### src/assert_macros.svh
// Assertion macros included by the top-level RTL file.
`ifndef ASSERT_MACROS_SVH
`define ASSERT_MACROS_SVH
`ifndef SYNTH
`define CHK_IMPL(lbl, clk, rst, a, c) \
  lbl: assert property (@(posedge clk) disable iff (rst) (a) |-> (c)) \
    else $error("assertion failed");
`define CHK_NEXT(lbl, clk, rst, a, c) \
  lbl: assert property (@(posedge clk) disable iff (rst) (a) |=> (c)) \
    else $error("assertion failed");
`else
`define CHK_IMPL(lbl, clk, rst, a, c)
`define CHK_NEXT(lbl, clk, rst, a, c)
`endif
`endif

### src/cda_pkg.sv
// Types, constants and date functions of the calendar date unit.
package cda_pkg;

  typedef enum logic [1:0] {
    FN_DIFF = 2'd0,
    FN_ADD  = 2'd1,
    FN_CMP  = 2'd2,
    FN_DOY  = 2'd3
  } func_t;

  typedef enum logic [1:0] {
    ST_OK    = 2'd0,
    ST_BAD_A = 2'd1,
    ST_BAD_B = 2'd2,
    ST_RANGE = 2'd3
  } stat_t;

  typedef enum logic [3:0] {
    OP_NONE,
    OP_LOAD,
    OP_DA,
    OP_DB,
    OP_SINIT,
    OP_SY,
    OP_SR,
    OP_SM,
    OP_FIN
  } op_t;

  typedef struct packed {
    op_t   op;
    stat_t st;
  } cda_cmd_t;

  typedef struct packed {
    func_t func;
    logic  a_ok;
    logic  b_ok;
    logic  diff_ovf;
    logic  range_ok;
    logic  search_done;
    logic  walk_done;
    logic  out_free;
  } cda_sts_t;

  localparam int YEAR_FIELD_MAX = 16383;
  localparam int COUNT_MAX      = 4194303;
  localparam logic [13:0] BASE_RESET = 14'd1900;

  // month length, leap flag selects the February entry
  function automatic logic [4:0] month_len(input logic lp, input logic [3:0] m);
    logic [4:0] r;
    case (m)
      4'd1, 4'd3, 4'd5, 4'd7, 4'd8, 4'd10, 4'd12: r = 5'd31;
      4'd4, 4'd6, 4'd9, 4'd11: r = 5'd30;
      4'd2: r = lp ? 5'd29 : 5'd28;
      default: r = 5'd0;
    endcase
    return r;
  endfunction

  // days of a common year before the first of month m
  function automatic logic [8:0] cum_days(input logic [3:0] m);
    logic [8:0] r;
    case (m)
      4'd1: r = 9'd0;
      4'd2: r = 9'd31;
      4'd3: r = 9'd59;
      4'd4: r = 9'd90;
      4'd5: r = 9'd120;
      4'd6: r = 9'd151;
      4'd7: r = 9'd181;
      4'd8: r = 9'd212;
      4'd9: r = 9'd243;
      4'd10: r = 9'd273;
      4'd11: r = 9'd304;
      4'd12: r = 9'd334;
      default: r = 9'd0;
    endcase
    return r;
  endfunction

  // y mod 25 via reciprocal multiply, exact for y < 2^15
  function automatic logic is_leap(input logic [14:0] y);
    logic [31:0] q;
    logic [31:0] r;
    q = ({17'd0, y} * 32'd5243) >> 17;
    r = {17'd0, y} - q * 32'd25;
    return (y[1:0] == 2'd0) && ((r != 32'd0) || (y[3:0] == 4'd0));
  endfunction

  // days in years 0 .. y-1
  function automatic logic [23:0] days_before(input logic [14:0] y);
    logic [31:0] yy;
    logic [31:0] s;
    yy = {17'd0, y};
    s = yy * 32'd365 + ((yy + 32'd3) >> 2)
        - (((yy + 32'd99) * 32'd5243) >> 19)
        + ((((yy + 32'd399) >> 2) * 32'd5243) >> 19);
    return s[23:0];
  endfunction

  function automatic logic [8:0] year_day(input logic [4:0] d, input logic [3:0] m,
                                          input logic [13:0] y);
    logic [8:0] s;
    s = cum_days(m) + {4'd0, d};
    if (is_leap({1'b0, y}) && m > 4'd2) s = s + 9'd1;
    return s;
  endfunction

endpackage

### src/cda_ctrl.sv
// Sequencer of the calendar date unit.
module cda_ctrl (
  input  logic              clk,
  input  logic              rst,
  input  logic              in_valid,
  output logic              in_stall,
  input  cda_pkg::cda_sts_t sts,
  output cda_pkg::cda_cmd_t cmd
);
  import cda_pkg::*;

  typedef enum logic [3:0] {
    S_IDLE, S_CHK, S_DA, S_DB, S_DCHK, S_SY, S_SR, S_SM, S_FIN
  } state_t;

  state_t state;
  stat_t  st;

  assign in_stall = (state != S_IDLE);

  always_comb begin
    cmd.op = OP_NONE;
    cmd.st = st;
    case (state)
      S_IDLE: if (in_valid) cmd.op = OP_LOAD;
      S_DA:   cmd.op = OP_DA;
      S_DB:   cmd.op = OP_DB;
      S_DCHK: if (sts.func == FN_ADD && sts.range_ok) cmd.op = OP_SINIT;
      S_SY:   cmd.op = OP_SY;
      S_SR:   cmd.op = OP_SR;
      S_SM:   cmd.op = OP_SM;
      S_FIN:  if (sts.out_free) cmd.op = OP_FIN;
      default: cmd.op = OP_NONE;
    endcase
  end

  always_ff @(posedge clk) begin
    if (rst) begin
      state <= S_IDLE;
      st <= ST_OK;
    end else begin
      case (state)
        S_IDLE: if (in_valid) state <= S_CHK;
        S_CHK: begin
          if (!sts.a_ok) begin
            st <= ST_BAD_A;
            state <= S_FIN;
          end else if ((sts.func == FN_DIFF || sts.func == FN_CMP) && !sts.b_ok) begin
            st <= ST_BAD_B;
            state <= S_FIN;
          end else begin
            st <= ST_OK;
            state <= (sts.func == FN_DIFF || sts.func == FN_ADD) ? S_DA : S_FIN;
          end
        end
        S_DA: state <= S_DB;
        S_DB: state <= S_DCHK;
        S_DCHK: begin
          if (sts.func == FN_DIFF) begin
            st <= sts.diff_ovf ? ST_RANGE : ST_OK;
            state <= S_FIN;
          end else if (sts.range_ok) begin
            state <= S_SY;
          end else begin
            st <= ST_RANGE;
            state <= S_FIN;
          end
        end
        S_SY: if (sts.search_done) state <= S_SR;
        S_SR: state <= S_SM;
        S_SM: if (sts.walk_done) state <= S_FIN;
        S_FIN: if (sts.out_free) state <= S_IDLE;
        default: state <= S_IDLE;
      endcase
    end
  end

endmodule

### src/cda_dp.sv
// Datapath of the calendar date unit: day counts, year search, month walk.
module cda_dp #(
  parameter int LIM = 9999
) (
  input  logic              clk,
  input  logic              rst,
  input  logic              cfg_we,
  input  logic [13:0]       cfg_data,
  input  cda_pkg::cda_cmd_t cmd,
  output cda_pkg::cda_sts_t sts,
  input  logic [1:0]        func,
  input  logic [4:0]        day_a,
  input  logic [3:0]        month_a,
  input  logic [13:0]       year_a,
  input  logic [4:0]        day_b,
  input  logic [3:0]        month_b,
  input  logic [13:0]       year_b,
  input  logic signed [22:0] offset_days,
  input  logic              out_stall,
  output logic              out_valid,
  output logic [4:0]        res_day,
  output logic [3:0]        res_month,
  output logic [13:0]       res_year,
  output logic [21:0]       day_count,
  output logic signed [14:0] cmp_value,
  output logic [1:0]        status
);
  import cda_pkg::*;

  localparam logic [14:0] LIM_P1 = 15'(LIM + 1);

  logic [13:0] base_year;
  func_t       fn;
  logic [4:0]  da, dbd;
  logic [3:0]  ma, mb;
  logic [13:0] ya, yb;
  logic signed [22:0] off;
  logic [14:0] arg;
  logic signed [25:0] acc;
  logic [23:0] lo;
  logic [13:0] yv;
  logic [3:0]  bitpos;
  logic [3:0]  mon;

  logic [23:0] dbv;
  logic signed [25:0] dbs;
  logic [8:0]  yday_a, yday_b;
  logic        a_ok, b_ok, hit, step;
  logic [13:0] ynew;
  logic [4:0]  mlen;
  logic signed [25:0] t;

  function automatic logic date_ok(input logic [4:0] d, input logic [3:0] m,
                                   input logic [13:0] y, input logic [13:0] b);
    return ({1'b0, y} >= {1'b0, b}) && ({18'd0, y} <= 32'(LIM))
           && m >= 4'd1 && m <= 4'd12 && d >= 5'd1
           && d <= month_len(is_leap({1'b0, y}), m);
  endfunction

  assign dbv    = days_before(arg);
  assign dbs    = $signed({2'b00, dbv});
  assign yday_a = year_day(da, ma, ya);
  assign yday_b = year_day(dbd, mb, yb);
  assign a_ok   = date_ok(da, ma, ya, base_year);
  assign b_ok   = date_ok(dbd, mb, yb, base_year);
  assign hit    = dbs < acc;
  assign ynew   = hit ? arg[13:0] : yv;
  assign mlen   = month_len(is_leap({1'b0, yv}), mon);
  assign step   = (mon < 4'd12) && (acc > $signed({21'd0, mlen}));
  assign t      = acc - (dbs + $signed({17'd0, yday_b}));

  assign sts.func        = fn;
  assign sts.a_ok        = a_ok;
  assign sts.b_ok        = b_ok;
  assign sts.diff_ovf    = acc > 26'sd4194303;
  assign sts.range_ok    = (acc >= $signed({2'b00, lo}) + 26'sd1) && (acc <= dbs);
  assign sts.search_done = (bitpos == 4'd0);
  assign sts.walk_done   = !step;
  assign sts.out_free    = !out_valid || !out_stall;

  always_ff @(posedge clk) begin
    if (rst) begin
      base_year <= BASE_RESET;
      out_valid <= 1'b0;
    end else begin
      if (cfg_we) base_year <= cfg_data;
      if (cmd.op == OP_FIN) out_valid <= 1'b1;
      else if (!out_stall) out_valid <= 1'b0;
    end
  end

  always_ff @(posedge clk) begin
    case (cmd.op)
      OP_LOAD: begin
        fn <= func_t'(func);
        da <= day_a; ma <= month_a; ya <= year_a;
        dbd <= day_b; mb <= month_b; yb <= year_b;
        off <= offset_days;
        arg <= {1'b0, year_a};
      end
      OP_DA: begin
        acc <= dbs + $signed({17'd0, yday_a});
        arg <= (fn == FN_DIFF) ? {1'b0, yb} : {1'b0, base_year};
      end
      OP_DB: begin
        if (fn == FN_DIFF) begin
          acc <= (t < 0) ? -t : t;
        end else begin
          acc <= acc + 26'(off);
          lo  <= dbv;
          arg <= LIM_P1;
        end
      end
      OP_SINIT: begin
        yv <= '0;
        bitpos <= 4'd13;
        arg <= 15'd8192;
      end
      OP_SY: begin
        yv <= ynew;
        if (bitpos != 4'd0) begin
          bitpos <= bitpos - 4'd1;
          arg <= {1'b0, ynew | (14'd1 << (bitpos - 4'd1))};
        end else begin
          arg <= {1'b0, ynew};
        end
      end
      OP_SR: begin
        acc <= acc - dbs;
        mon <= 4'd1;
      end
      OP_SM: begin
        if (step) begin
          acc <= acc - $signed({21'd0, mlen});
          mon <= mon + 4'd1;
        end
      end
      OP_FIN: begin
        res_day <= '0; res_month <= '0; res_year <= '0;
        day_count <= '0; cmp_value <= '0;
        status <= cmd.st;
        if (cmd.st == ST_OK) begin
          case (fn)
            FN_DIFF: day_count <= acc[21:0];
            FN_ADD: begin
              res_day <= acc[4:0];
              res_month <= mon;
              res_year <= yv;
            end
            FN_CMP: begin
              if (ya != yb) cmp_value <= $signed({1'b0, ya}) - $signed({1'b0, yb});
              else if (ma != mb)
                cmp_value <= $signed({11'd0, ma}) - $signed({11'd0, mb});
              else cmp_value <= $signed({10'd0, da}) - $signed({10'd0, dbd});
            end
            FN_DOY: day_count <= {13'd0, yday_a};
            default: day_count <= '0;
          endcase
        end
      end
      default: ;
    endcase
  end

endmodule

### src/calendar_date_arithmetic_unit.sv
// Gregorian date unit: day difference, date plus days, compare, day of year.
// Usage:
//   Requests enter on in_valid/in_stall; a transfer happens when in_valid
//   is high and in_stall low. One result per request leaves on
//   out_valid/out_stall, held steady while out_stall is high.
//   base_year is written through cfg_we/cfg_data; the user must do so only
//   while the unit is idle, which the unit does not enforce. Compare, day of
//   year and invalid dates go from the check state to the output; day
//   difference and out-of-range adds first pass the two day-count states
//   and the range check. Add days then runs a 14-step binary year search
//   through the shared days-before-year unit and a month walk of up to 11 steps.
// Throughput: one request at a time; a new request is taken as soon as
//   the previous result sits in the output register, even while stalled.
// Reset (rst, synchronous): sequencer idle, no result pending,
//   base_year back to 1900.
// Stall: a stalled result holds; the finished next request waits in the
//   sequencer until the output register frees.
module calendar_date_arithmetic_unit #(
  parameter int YEAR_LIMIT = 9999
) (
  input  logic               clk,
  input  logic               rst,
  input  logic               cfg_we,
  input  logic [13:0]        cfg_data,
  input  logic               in_valid,
  output logic               in_stall,
  input  logic [1:0]         func,
  input  logic [4:0]         day_a,
  input  logic [3:0]         month_a,
  input  logic [13:0]        year_a,
  input  logic [4:0]         day_b,
  input  logic [3:0]         month_b,
  input  logic [13:0]        year_b,
  input  logic signed [22:0] offset_days,
  output logic               out_valid,
  input  logic               out_stall,
  output logic [4:0]         res_day,
  output logic [3:0]         res_month,
  output logic [13:0]        res_year,
  output logic [21:0]        day_count,
  output logic signed [14:0] cmp_value,
  output logic [1:0]         status
);
  import cda_pkg::*;
`include "assert_macros.svh"

  localparam int LIM = (YEAR_LIMIT < YEAR_FIELD_MAX) ? YEAR_LIMIT : YEAR_FIELD_MAX;

  cda_cmd_t cmd;
  cda_sts_t sts;

  cda_ctrl u_ctrl (
    .clk(clk), .rst(rst), .in_valid(in_valid), .in_stall(in_stall),
    .sts(sts), .cmd(cmd)
  );

  cda_dp #(.LIM(LIM)) u_dp (
    .clk(clk), .rst(rst), .cfg_we(cfg_we), .cfg_data(cfg_data),
    .cmd(cmd), .sts(sts), .func(func),
    .day_a(day_a), .month_a(month_a), .year_a(year_a),
    .day_b(day_b), .month_b(month_b), .year_b(year_b),
    .offset_days(offset_days), .out_stall(out_stall), .out_valid(out_valid),
    .res_day(res_day), .res_month(res_month), .res_year(res_year),
    .day_count(day_count), .cmp_value(cmp_value), .status(status)
  );

  `CHK_IMPL(a_fault_zero, clk, rst, out_valid && status != ST_OK, res_day == 5'd0 && day_count == 22'd0 && cmp_value == 15'sd0)
  `CHK_NEXT(a_busy_after_xfer, clk, rst, in_valid && !in_stall, in_stall)
  `CHK_IMPL(a_month_range, clk, rst, out_valid && status == ST_OK, res_month <= 4'd12)

endmodule
### config.mk
export PLATFORM = sky130hd
export DESIGN_NAME = calendar_date_arithmetic_unit
export DESIGN_NICKNAME = d
export VERILOG_FILES = /design/src/cda_pkg.sv /design/src/cda_ctrl.sv /design/src/cda_dp.sv /design/src/calendar_date_arithmetic_unit.sv
export VERILOG_INCLUDE_DIRS = /design/src /design/src/src
export SDC_FILE = /design/constraint.sdc
export NUM_CORES = 2
export LEC_CHECK = 0
export BUFFER_PORTS_ARGS = -buffer_cell sky130_fd_sc_hd__buf_4
export CORE_ASPECT_RATIO = 0.8
export CORE_MARGIN = 8
export CORE_UTILIZATION = 34
export CTS_BUF_LIST = sky130_fd_sc_hd__clkbuf_4 sky130_fd_sc_hd__clkbuf_8 sky130_fd_sc_hd__clkbuf_16
export DETAILED_ROUTE_END_ITERATION = 10
export RECOVER_POWER = 25
export SETUP_SLACK_MARGIN = 0.2
export SLEW_MARGIN = 20
export SYNTH_ARGS = -nofsm -noshare
export SYNTH_HDL_FRONTEND = slang
export SYNTH_HIERARCHICAL = 1
export SYNTH_SLANG_ARGS = --single-unit
### constraint.sdc
create_clock -name clk -period 25.4 [get_ports clk]
set_input_delay 3.81 -clock clk [delete_from_list [all_inputs] [get_ports clk]]
set_output_delay 3.81 -clock clk [all_outputs]
set_load 0.005 [all_outputs]
# == Word-level counts from Yosys, hierarchy flattened ==
# Memory sizes are Yosys's and may differ from the RTL's. A register that Yosys moved wholly into a read port is not among the register bits.
# Index checks and enable logic that the tools add are counted.
# totals
regBits,241
romBits,288
out_inout_bits,64
wordCells,263
n_memories,2
# op_classes
addsub,26
mul,9
order_cmp,21
n_eq_ne,66
n_shift,1
n_mux,49
n_bitwise,2
reduce_logical,63
# memory_table
name,depth,word_bits,rd,rd_ports_with_merged_regs,write_ports,line_no,source
(no name shown),16,9,1,1,0,cda_pkg.sv:65,case (m)
(no name shown),16,9,1,1,0,cda_pkg.sv:65,
# op_table
cell,n
one-hot mux 26 bit (4 select lines),1
nonzero test 32 bit,3
subtractor 14 x 32 -> 32 bit,3
"multiplier 14 x 13 -> 27 bit, second input constant",3
"equality test 4 x 3 -> 1 bit, second input constant",20
two-way mux 26 bit,3
one-hot mux 15 bit (5 select lines),1
"equality test 4 bit, second input constant",17
two-way mux 4 bit,14
adder 24 x 9 -> 25 bit,2
"multiplier 10 x 5 -> 15 bit, second input constant",3
two-way mux 15 bit,3
one-hot mux 5 bit (3 select lines),3
one-hot mux 22 bit (2 select lines),1
two-way mux 14 bit,3
"equality test 4 x 2 -> 1 bit, second input constant",10
one-hot mux 4 bit (9 select lines),1
"multiplier 30 x 13 -> 32 bit, second input constant",1
"multiplier 32 x 13 -> 32 bit, second input constant",1
one-hot mux 4 bit (8 select lines),1
greater-or-equal comparator 14 bit,2
"<= comparator 14 bit, second input constant",2
one-hot mux 14 bit (2 select lines),1
adder 26 x 23 -> 26 bit,1
60 further kinds,137

# == Longest topological paths before layout ==
# depth
ltp_word,15
depth_mapped,74

# == Hierarchy ==
# The synthesis kept the hierarchy.
# by_module_without_submodules
mod,n_inst,cells_each,area_each_um2,seq_area_each_um2
cda_dp,1,4997,46420.8,7236.9
cda_ctrl,1,61,486.7,120.1

# == Worst setup path after synthesis ==
# OpenSTA, ideal clock, no wires.
# synth_timing
kind,flip-flop to flip-flop
from,reg u_dp.arg[0]
to,"reg u_dp.cmp_value[0], enable pin"
setup_time_ps,661
arrival_ps,19778
t_required_ps,24739
setup_slack_ps,4961
stages_incl_launch_ff,60
n_path_buf,4
path_cell_list,edfxtp_1 -> clkbuf_1 -> inv_1 -> ha_1 -> nor2b_1 -> nand2_1 -> nand2_1 -> nand2_1 -> nand2_1 -> nand2_1 -> xnor2_1 -> xnor2_1 -> fa_1 -> fa_1 -> inv_1 -> fa_1 -> fa_1 -> inv_1 -> (+24 left out) -> a21o_1 -> a21oi_1 -> xnor2_1 -> inv_1 -> ha_1 -> nand2_1 -> nor2_1 -> nand3_1 -> nor4_1 -> nor3_1 -> a21boi_1 -> buf_2 -> nor3_1 -> nand3b_1 -> a21oi_1 -> clkbuf_1 -> clkbuf_1 -> nor4b_1
# synth_lines
element,line_no,source
start: declaration,cda_dp.sv:38,logic [14:0] arg;
start signal: assignment,cda_dp.sv:99,"arg <= {1'b0, year_a};"
start signal: assignment,cda_dp.sv:103,"arg <= (fn == FN_DIFF) ? {1'b0, yb} : {1'b0, base_year};"
start signal: assignment,cda_dp.sv:123,"arg <= {1'b0, ynew | (14'd1 << (bitpos - 4'd1))};"
end signal: assignment,cda_dp.sv:151,"if (ya != yb) cmp_value <= $signed({1'b0, ya}) - $signed({1'b0, yb});"
end signal: assignment,cda_dp.sv:153,"cmp_value <= $signed({11'd0, ma}) - $signed({11'd0, mb});"
end signal: assignment,cda_dp.sv:154,"else cmp_value <= $signed({10'd0, da}) - $signed({10'd0, dbd});"
end: declaration,cda_dp.sv:25,"output logic signed [14:0] cmp_value,"

==> summary.txt <==
Clock tree
  • Reg clk slew, reported paths: 60 ps
  • CTS buffer count: 37
  • Setup Buffers After CTS: 0
  • CTS tree: done
  • Maximum buffer depth of the clock tree: 3
  • CTS root buffer: clkbuf_16
  • CTS sink cnt: 258
  • Post-CTS resize count: 0
  • CTS Hold Bufs: 0
  • Clk Latency, worst-skew pair: 620 ps
  • H-tree Lvls: 2

Setup path
  • Critical Path AT: 18,500 ps
  • Setup crit end: u_dp/arg[4]
  • Slowest-stage cell, CP: a2111oi_0
  • Crit path launch type: register
  • CP Class: reg -> reg
  • FF-to-FF Start: u_dp/arg[2]
  • Worst Setup SP: u_dp/arg[2]
  • Reg2Reg Depth: 59
  • Critical R2R Capture: u_dp/arg[4]
  • Crit path depth: 59
  • Crit-path max cell delay: 810 ps
  • Buffers & Inverters on Critical Path: 10
  • Setup slack, reg-to-reg: 7340 ps
  • CP top delay family: adder cells
  • Most common cell on crit path: fa_1
  • CP Capture Type: register
  • Worst Path Max Fanout: 24
  • Worst path required time: 25,840 ps

Timing
  • Slew Viols, Final: 84
  • Max transition margin: -0.263
  • Skew final: 53.6 ps
  • Final Setup Violations: 0
  • Final worst-path cycle share: 0.711
  • Fin Setup TNS: 0 ps
  • RSZ-0062 raised after global routing: false
  • Min Tclk post-route: 18,060 ps
  • Worst-Margin Slew: 1890 ps
  • Fin. Hold Viols: 0
  • FMAX: 55.4 MHz

Drt
  • Initial DRC Count: 2,525
  • Avg WL per Cell: 19.3 um
  • Number of remaining DRC errors: 0
  • Detail Route Antenna Nets: 0
  • Final WL: 137,000 um
  • Total iterations of the first detailed-routing run: 6
  • Via density: 5.10
  • Detailed-route via count: 36,287

Yosys
  • Cell taking the most area after synthesis: ha_1
  • Top post-synthesis cells by area: ha_1, fa_1, edfxtp_1
  • Number of synthesized flops with an enable pin: 219
  • Syn Nets: 6,542
  • Post-synth ARST share: 0
  • Ys flop type: edfxtp_1
  • Distinct cells, synth: 104
  • Avg Cell Area, Syn: 9.27 um^2
  • Post-Syn Instances: 5,058
  • Synthesized cell area: 46,900 um^2
  • Post-synthesis register bit count: 258
  • Sequential share of the synthesized area: 0.157
  • Synth top area share: 0.252
  • Yosys warns: 6
  • Most frequent cells after synthesis: inv_1, ha_1, fa_1, nor2_1
  • Most common cell in the netlist: inv_1

Hold path
  • Hold/Removal Path Class: reg -> reg

Die
  • Die area: 150,000 um^2
  • Die height: 348 um
  • Die W: 431 um
  • # IOs: 154
  • # rows: 122
  • Total core area: 138,000 um^2
  • Starting density of the core: 0.341

Placement
  • DP HPWL: 117,000 um
  • Placed Cells: 7,051
  • RePlAce Congestion: 0.962
  • I/O Buffers: 153

Layout
  • Syn-to-layout area delta: 10.1%
  • Share of cells above drive strength 1: 0.0593
  • Filler-free cell count of the finished design: 7,118
  • Total Nets Final: 6,715
  • N_diodes: 0

Status
  • Outcome: finished, violations left
  • Failing checks: max-capacitance violations, max-slew violations

Global routing
  • Largest net degree at the start of global routing: 60
  • First-pass GRT wire length: 216,000 um
  • Vias in the first global route: 37,178
  • Antenna violations before repair: 2
  • GRT overflow: 0
  • All-Layer GR Usage: 0.181

Run
  • Max-cap viol count: 3
-- logic make-up (layout without fill, tap and decap cells) --
family,Yosys count,in the layout,share of synthesized area
adders and majority gates,1394,1394,0.444
buffers and inverters,1069,1269,0.0862
and+or+nand+nor,1062,1062,0.111
AOI/OAI and AO/OA,868,868,0.123
xor gates and xnor gates,339,339,0.0636
DFF,258,258,0.157
muxes,68,68,0.0153
-- worst reg2reg max path, delay by kind of cell, from the launching register on --
| family | cells | cell delay, ps |
|---|---|---|
| adders and majority gates | 13 | 5680 |
| and+or+nand+nor | 17 | 3620 |
| DFF | 1 | 670 |
| buffers and inverters | 10 | 1690 |
| AOI/OAI and AO/OA | 16 | 4450 |
| xor gates and xnor gates | 3 | 1800 |
-- placed cells by master, fill, tap and decap left out, types with 45 or more instances in the layout --
master,count
a21oi_1,239
mux2i_1,59
nor3_1,91
nand3_1,71
and3_1,72
nor2b_1,55
clkbuf_4,45
nand2_1,240
nand4_1,48
fa_1,449
xnor2_1,224
inv_1,1000
ha_1,945
buf_4,129
nor2_1,309
edfxtp_1,219
o21a_1,51
a21o_1,92
o21ai_0,169
xor2_1,112
-- how the worst min path moves through the flow --
stage / start / cells after the start / to
3_3_place_gp: u_dp/base_year[13] / 2 / u_dp/base_year[13]
6_report: u_dp/base_year[4] / 2 / u_dp/base_year[4]
2_1_floorplan: u_dp/base_year[13] / 2 / u_dp/base_year[13]
3_5_place_dp: u_dp/base_year[4] / 2 / u_dp/base_year[4]
4_1_cts: u_dp/base_year[4] / 2 / u_dp/base_year[4]
5_1_grt: u_dp/base_year[4] / 2 / u_dp/base_year[4]
-- layout make-up --
class	instances	area [um^2]
sequential	258	7360
clock buffer	43	1010
fill	13979	86000
timing repair buffer	203	1430
multi-input combinational	3731	35600
tap	1860	2330
clock inverter	23	211
inverter	1000	3750
-- layer usage --
metal	vias up	track usage	wire length (um)
met5	-	0	8
met4	2	0.0492	4240
met3	177	0.0222	8290
met2	1065	0.285	59500
met1	17522	0.262	65300
li1	17521	-	-
-- per-stage QoR --
| step | setup slack (ps) | utilization | cell area [um^2] | hold slack, ps |
|---|---|---|---|---|
| finish | 7340 | 0.375 | 51700 | 509 |
| global route | 6310 | 0.375 | 51700 | 536 |
| CTS | 7600 | 0.376 | 51700 | 511 |
| detailed placement | 7710 | 0.367 | 50500 | 496 |
| global placement | 7890 | 0.367 | 50500 | 479 |
| floorplan | 4960 | - | 46900 | 460 |
-- registers in the layout (all words and copies together) (netlist names), 15 cells and up, named ones only --
| name | cells |
|---|---|
| u_dp/cmp_value | 15 |
| u_dp/off | 23 |
| u_dp/day_count | 22 |
| u_dp/lo | 24 |
| u_dp/acc | 26 |
Power is left out: the tool's default activity adds up to more than one toggle a clock period on the data nets, which glitch-free logic cannot reach.
